## src/design/rhc_pkg.sv

```systemverilog
// Shared types and constants for the RGB to HSL converter.
`timescale 1ns / 1ps
package rhc_pkg;

  // Quotient bits resolved by the divider chain, one per cell
  localparam int QuotBits = 12;
  localparam int RemBits  = 22;
  localparam int DenBits  = 10;

  localparam logic [11:0] HueWrap  = 12'd3600;
  localparam logic [9:0]  LightDen = 10'd1020;

  // One division in flight: running remainder, doubled divisor, quotient so far
  typedef struct packed {
    logic [RemBits-1:0]  rem;
    logic [DenBits-1:0]  den;
    logic [QuotBits-1:0] quot;
  } lane_t;

  // Everything one item carries down the chain
  typedef struct packed {
    lane_t      hue;
    lane_t      sat;
    lane_t      light;
    logic [7:0] alpha;
  } item_t;

endpackage

```

## src/design/rhc_front.sv

```systemverilog
// Front stage: max/min, numerators and divisors for the three divisions.
`timescale 1ns / 1ps
module rhc_front (
  input  logic          clk,
  input  logic          rst,
  input  logic          in_valid,
  output logic          in_ready,
  input  logic [7:0]    red,
  input  logic [7:0]    green,
  input  logic [7:0]    blue,
  input  logic [7:0]    alpha,
  output logic          out_valid,
  input  logic          out_ready,
  output rhc_pkg::item_t out_item
);
  import rhc_pkg::*;

  logic [7:0]         mx, mn, d;
  logic [8:0]         s;
  logic               red_max, green_max;
  logic signed [9:0]  diff;
  logic signed [21:0] prod, base, num;
  logic [8:0]         sat_den;
  item_t              item_next;

  // Max and min, red winning ties over green, green over blue
  always_comb begin
    red_max   = (red >= green) && (red >= blue);
    green_max = !red_max && (green >= blue);
    mx = red_max ? red : (green_max ? green : blue);
    mn = red;
    if (green < mn) mn = green;
    if (blue < mn) mn = blue;
    d = mx - mn;
    s = {1'b0, mx} + {1'b0, mn};
  end

  // Hue numerator in tenths, kept non-negative
  always_comb begin
    if (red_max) begin
      diff = $signed({2'b00, green}) - $signed({2'b00, blue});
      base = '0;
    end else if (green_max) begin
      diff = $signed({2'b00, blue}) - $signed({2'b00, red});
      base = $signed(22'(d) * 22'd1200);
    end else begin
      diff = $signed({2'b00, red}) - $signed({2'b00, green});
      base = $signed(22'(d) * 22'd2400);
    end
    prod = 22'(diff) * 22'sd600;
    num  = base + prod;
    if (num < 0) num = num + $signed(22'(d) * 22'd3600);
    sat_den = (s < 9'd255) ? s : (9'd510 - s);
  end

  // Round-to-nearest set up as floor((2n + den) / (2den))
  always_comb begin
    item_next.alpha       = alpha;
    item_next.light.rem   = 22'(s) * 22'd2000 + 22'(LightDen >> 1);
    item_next.light.den   = LightDen;
    item_next.light.quot  = '0;
    item_next.hue.quot    = '0;
    item_next.sat.quot    = '0;
    if (d == 8'd0) begin
      // grey pixel: hue and saturation are zero
      item_next.hue.rem = '0;
      item_next.hue.den = 10'd1;
      item_next.sat.rem = '0;
      item_next.sat.den = 10'd1;
    end else begin
      item_next.hue.rem = 22'(unsigned'(num) << 1) + 22'(d);
      item_next.hue.den = {1'b0, d, 1'b0};
      item_next.sat.rem = 22'(d) * 22'd2000 + 22'(sat_den);
      item_next.sat.den = {sat_den, 1'b0};
    end
  end

  assign in_ready = !out_valid || out_ready;

  always_ff @(posedge clk) begin
    if (rst) begin
      out_valid <= 1'b0;
    end else if (in_ready) begin
      out_valid <= in_valid;
    end
  end

  always_ff @(posedge clk) begin
    if (in_ready && in_valid) begin
      out_item <= item_next;
    end
  end

endmodule

```

## src/design/rhc_cell.sv

```systemverilog
// Divider cell: resolves one quotient bit of all three divisions.
`timescale 1ns / 1ps
module rhc_cell #(
  parameter int SHIFT = 0
) (
  input  logic          clk,
  input  logic          rst,
  input  logic          in_valid,
  output logic          in_ready,
  input  rhc_pkg::item_t in_item,
  output logic          out_valid,
  input  logic          out_ready,
  output rhc_pkg::item_t out_item
);
  import rhc_pkg::*;

  item_t item_next;

  // Restoring step on one lane
  function automatic lane_t step(lane_t l);
    logic [RemBits-1:0] dsh;
    lane_t              r;
    dsh = RemBits'(l.den) << SHIFT;
    r   = l;
    if (l.rem >= dsh) begin
      r.rem = l.rem - dsh;
      r.quot[SHIFT] = 1'b1;
    end
    return r;
  endfunction

  always_comb begin
    item_next       = in_item;
    item_next.hue   = step(in_item.hue);
    item_next.sat   = step(in_item.sat);
    item_next.light = step(in_item.light);
  end

  assign in_ready = !out_valid || out_ready;

  always_ff @(posedge clk) begin
    if (rst) begin
      out_valid <= 1'b0;
    end else if (in_ready) begin
      out_valid <= in_valid;
    end
  end

  always_ff @(posedge clk) begin
    if (in_ready && in_valid) begin
      out_item <= item_next;
    end
  end

endmodule

```

## src/design/rgb_to_hsl_converter_core.sv

```systemverilog
// Top level: front stage followed by a chain of divider cells.
//
//  channel   | direction | tdata fields (low bit up)
//  s_axis    | in        | red, green, blue, alpha (32 bits)
//  m_axis    | out       | hue_tenths, saturation_tenths, lightness_tenths,
//            |           | alpha_out (40 bits)
//
// One item per clock sustained while the output accepts; front stage plus 12
// cells, one quotient bit per cell. Each stage holds one item with its own
// valid, so bubbles close up while the output is stalled.
// Synchronous reset empties all stages.
`timescale 1ns / 1ps
module rgb_to_hsl_converter_core (
  input  logic        clk,
  input  logic        rst,
  input  logic        s_axis_tvalid,
  output logic        s_axis_tready,
  input  logic [31:0] s_axis_tdata,   // red, green, blue, alpha
  output logic        m_axis_tvalid,
  input  logic        m_axis_tready,
  output logic [39:0] m_axis_tdata    // hue, saturation, lightness, alpha_out
);
  import rhc_pkg::*;

  logic  [QuotBits:0] vld;
  logic  [QuotBits:0] rdy;
  item_t              itm [QuotBits+1];
  logic [11:0]        hue_raw, hue;

  rhc_front u_front (
    .clk       (clk),
    .rst       (rst),
    .in_valid  (s_axis_tvalid),
    .in_ready  (s_axis_tready),
    .red       (s_axis_tdata[7:0]),
    .green     (s_axis_tdata[15:8]),
    .blue      (s_axis_tdata[23:16]),
    .alpha     (s_axis_tdata[31:24]),
    .out_valid (vld[0]),
    .out_ready (rdy[0]),
    .out_item  (itm[0])
  );

  // Cells resolve quotient bits from the top down
  for (genvar k = 0; k < QuotBits; k++) begin : g_cell
    rhc_cell #(.SHIFT(QuotBits - 1 - k)) u_cell (
      .clk       (clk),
      .rst       (rst),
      .in_valid  (vld[k]),
      .in_ready  (rdy[k]),
      .in_item   (itm[k]),
      .out_valid (vld[k+1]),
      .out_ready (rdy[k+1]),
      .out_item  (itm[k+1])
    );
  end

  assign rdy[QuotBits] = m_axis_tready;
  assign m_axis_tvalid = vld[QuotBits];

  // Hue rounding up to a full turn wraps to zero
  assign hue_raw = itm[QuotBits].hue.quot;
  assign hue     = (hue_raw >= HueWrap) ? 12'd0 : hue_raw;

  assign m_axis_tdata = {itm[QuotBits].alpha,
                         itm[QuotBits].light.quot[9:0],
                         itm[QuotBits].sat.quot[9:0],
                         hue};

endmodule

```

## config.mk

```make
export PLATFORM = sky130hd
export DESIGN_NAME = rgb_to_hsl_converter_core
export DESIGN_NICKNAME = d
export VERILOG_FILES = /design/src/design/rhc_pkg.sv /design/src/design/rhc_front.sv /design/src/design/rhc_cell.sv /design/src/design/rgb_to_hsl_converter_core.sv
export SDC_FILE = /design/constraint.sdc
export NUM_CORES = 2
export LEC_CHECK = 0
export ABC_AREA = 0
export BUFFER_PORTS_ARGS = -buffer_cell sky130_fd_sc_hd__buf_2
export CAP_MARGIN = 20
export CORE_ASPECT_RATIO = 1.1
export CORE_MARGIN = 4
export CORE_UTILIZATION = 35
export DETAILED_ROUTE_END_ITERATION = 10
export GPL_TIMING_DRIVEN = 0
export PLACE_DENSITY = 0.57
export SYNTH_ARGS = -nofsm -noshare
export SYNTH_HDL_FRONTEND = slang
export SYNTH_SLANG_ARGS = --single-unit
```

## constraint.sdc

```tcl
create_clock -name clk -period 14 [get_ports clk]
set_input_delay 2.1 -clock clk [delete_from_list [all_inputs] [get_ports clk]]
set_output_delay 2.1 -clock clk [all_outputs]
set_load 0.02 [all_outputs]
```

==> reports/metrics.cfg <==
[hold_path]
hold_start = g_cell[6].u_cell.out_item[57]
hold_path.class = reg -> reg
whs_endpoint = g_cell[7].u_cell.out_item[57]
hold_depth = 0

[worst_setup_path]
rr_worst_depth = 10
cp_num_buf_inv = 9
start_kind = input port
cp_top_family = compound AO/OA/AOI/OAI gates
end_kind = flop
critical_path_arrival_ps = 13750
timing.rr.start = g_cell[11].u_cell.out_valid
reg2reg_to = u_front.out_item[5]
cp.required_ps = 14420
critical_path.slowest_cell = fa_1
path_class = in -> reg
reg2reg_slack_ps = 10020
cpMostUsedCell = ha_1
max_stage_delay_ps = 510
crit_fanout = 19

[timing]
slew_headroom_pct = 32.0
tightest_slew_ps = 1010
hold_slack_ps = 409
finalHoldViolations = 0
post-route-period-util_pct = 95.2
finalMaxSlewViolations = 0
finClkSkew_ps = 17.8
setup_violations = 0
fin_ws_ps = 675
fmaxAchievable_ghz = 0.0750
period_minus_slack_ps = 13330
setup_tns_ps = 0

[detailed_routing]
drt_first_iter_violations = 1708
wl_per_cell_um = 14.2
vias_per_cell = 4.79
ant_nets = 0
drt_pre_antenna_iters = 5
routed_wl_mm = 117
vias = 39600
drc = 0

[clocking]
cts_tree = yes
h-tree-depth = 3
holdBufCountCts = 0
clkLatencyLatePin_ps = 690
clk_path_buf_depth = 3
cts.clk_slew.worst_paths_ps = 60
cts-buffers-inserted = 111
clock_sinks = 1167
cts_root_buf = clkbuf_16

[grt]
grt_first_pass_wirelength_mm = 196
grt_pass1_vias = 40500
grt_max_degree = 38
grt_overflow = 0
grt.total_usage_pct = 12.2
antenna_found_initial = 1

[logic_synthesis]
postSynthCellCount = 5514
avgSynthCellArea_um2 = 11.8
ys_types = 102
synth_edf_count = 1154
synth_ff_type = edfxtp_1
ys_ff_latch = 1167
async_flop_share_pct = 0
yosysSeqAreaShare_pct = 53.9
netlist_area_um2 = 64800
yosys_warnings = 0
synth_nets = 6158

[die]
placementRows = 165
dieWidth_um = 418
ioPinCount = 78
initial_core_util_pct = 35.2
die_height_um = 459
core_um2 = 184000
dieArea_um2 = 192000

[cells_and_area]
drive_gt1_share_pct = 7.87
area_delta_synth_final_pct = 12.8
design_area_um2 = 73100
final_nets = 6405

[placed_design]
dp_hpwl_mm = 93.4
placed_area_um2 = 69000
portBuffers = 77
post-place-ws_ps = -2360
gp_congestion = 0.907

[status]
status = finished clean

[run]
maxCapViolCount = 0

==> cells in the final DEF, fill, tap and decap left out, types with 57 or more instances in the layout <==
cell | netlist | final
nand2b_1 | 71 | 71
xor2_1 | 217 | 216
nand3_1 | 68 | 68
a21boi_0 | 63 | 57
ha_1 | 506 | 505
buf_2 | 4 | 80
nor2b_1 | 87 | 79
edfxtp_1 | 1154 | 1154
nand4_1 | 89 | 89
nor2_1 | 373 | 371
nand2_1 | 380 | 380
nor4_1 | 77 | 77
fa_1 | 102 | 102
inv_1 | 563 | 559
xnor2_1 | 246 | 240
mux2i_1 | 63 | 62
clkbuf_1 | 61 | 83
a21oi_1 | 257 | 251
clkbuf_16 | 0 | 116
o21ai_0 | 285 | 276
nor3_1 | 137 | 137
a21o_1 | 102 | 101
==> area by class of cell <==
type / instances / area [um2]
diodes: 1 / 2.50
repair inverters: 1 / 5.00
clock inverters: 63 / 708
clock buffers: 143 / 3030
well taps: 2421 / 3030
plain buffers: 97 / 497
flip-flops and latches: 1167 / 34900
fillers: 17400 / 111000
inverters: 569 / 2150
repair buffers: 135 / 1240
multi-input cells: 3679 / 27600
==> cells in the mapped netlist, types with 11 or more instances <==
library cell	count	area, um2
nand2b_1	71	444
buf_4	29	218
mux2i_1	63	631
nor4_1	77	482
and2_1	39	244
nor2_1	373	1400
a21o_1	102	766
a21oi_1	257	1290
xnor2_1	246	2150
mux2_2	31	349
nor3b_1	14	105
fa_1	102	2040
nor3_1	137	686
o21a_1	38	285
nand3_1	68	340
nor4b_1	13	114
ha_1	506	6330
o21ai_0	285	1430
or4_1	29	218
nand3b_1	11	82.6
o21bai_1	24	180
a211oi_1	30	225
clkbuf_1	61	229
a21boi_0	63	473
inv_1	563	2110
edfxtp_1	1154	34700
xor2_1	217	1900
nor2b_1	87	544
o31ai_1	55	413
and4_1	15	131
a31oi_1	20	125
nand2_1	380	1430
nand4_1	89	557
dfxtp_1	13	260
or2_2	16	100
and3_1	45	282
or3_1	47	294
==> worst register-to-register path: cells and delay by family, from the launching register on <==
kind                   cells  cell delay (ps)
and+or+nand+nor            7             2470
buffers and inverters      2              520
AOI/OAI and AO/OA          1              400
DFF                        1              310
==> state kept, by name (all words and copies together) (netlist names) <==
signal	count
g_cell.u_cell.out_item	1078
g_cell.u_cell.out_valid	12
u_front.out_item	76
u_front.out_valid	1
==> routing by layer <==
metal	up-vias	part of all wire (%)	global-route usage, %
li1	20400	-	-
met1	18500	41	13.5
met5	-	0	0
met3	264	2.6	1.49
met2	496	53	23.3
met4	0	3.8	5.35
==> cells by family (layout without fill, tap and decap cells) <==
logic type / after synthesis / count (layout) / synth area share (%)
DFF: 1167 / 1167 / 53.9
and+or+nand+nor: 1540 / 1540 / 12.0
AOI/OAI and AO/OA: 972 / 972 / 9.40
muxes: 96 / 96 / 1.55
xor gates and xnor gates: 463 / 463 / 6.26
other: 0 / 1 / 0
adders and majority gates: 608 / 608 / 12.9
buffers and inverters: 668 / 1008 / 4.06
==> how the worst max path moves through the flow <==
stage | start | endpoint | slack, ps | cells past startpoint
global placement | s_axis_tdata[9] | u_front.out_item[134] | -2250 | 59
detailed placement | s_axis_tdata[9] | u_front.out_item[134] | -2360 | 60
global route | s_axis_tdata[12] | u_front.out_item[130] | -20 | 56
finish | s_axis_tdata[12] | u_front.out_item[139] | 670 | 58
CTS | s_axis_tdata[12] | u_front.out_item[130] | 110 | 57
floorplan | s_axis_tdata[12] | u_front.out_item[130] | 310 | 57
==> repair_timing <==
item | CTS | global route
setup endpoints to repair | 17 | 15
pin swaps | 1 | 9
setup buffers | 3 | 22
gates cloned | 0 | 1
gates resized for setup | 18 | 30
==> stage by stage <==
step / cells / util, %
3_3_place_gp: 8012 / 37.1
6_report: 8276 / 39.8
4_1_cts: 8252 / 39.6
2_1_floorplan: 5514 / -
5_1_grt: 8276 / 39.8
3_5_place_dp: 8045 / 37.5
Power is not shown: default switching activity piles up to over one toggle a cycle in this logic, so the estimate is an artifact.
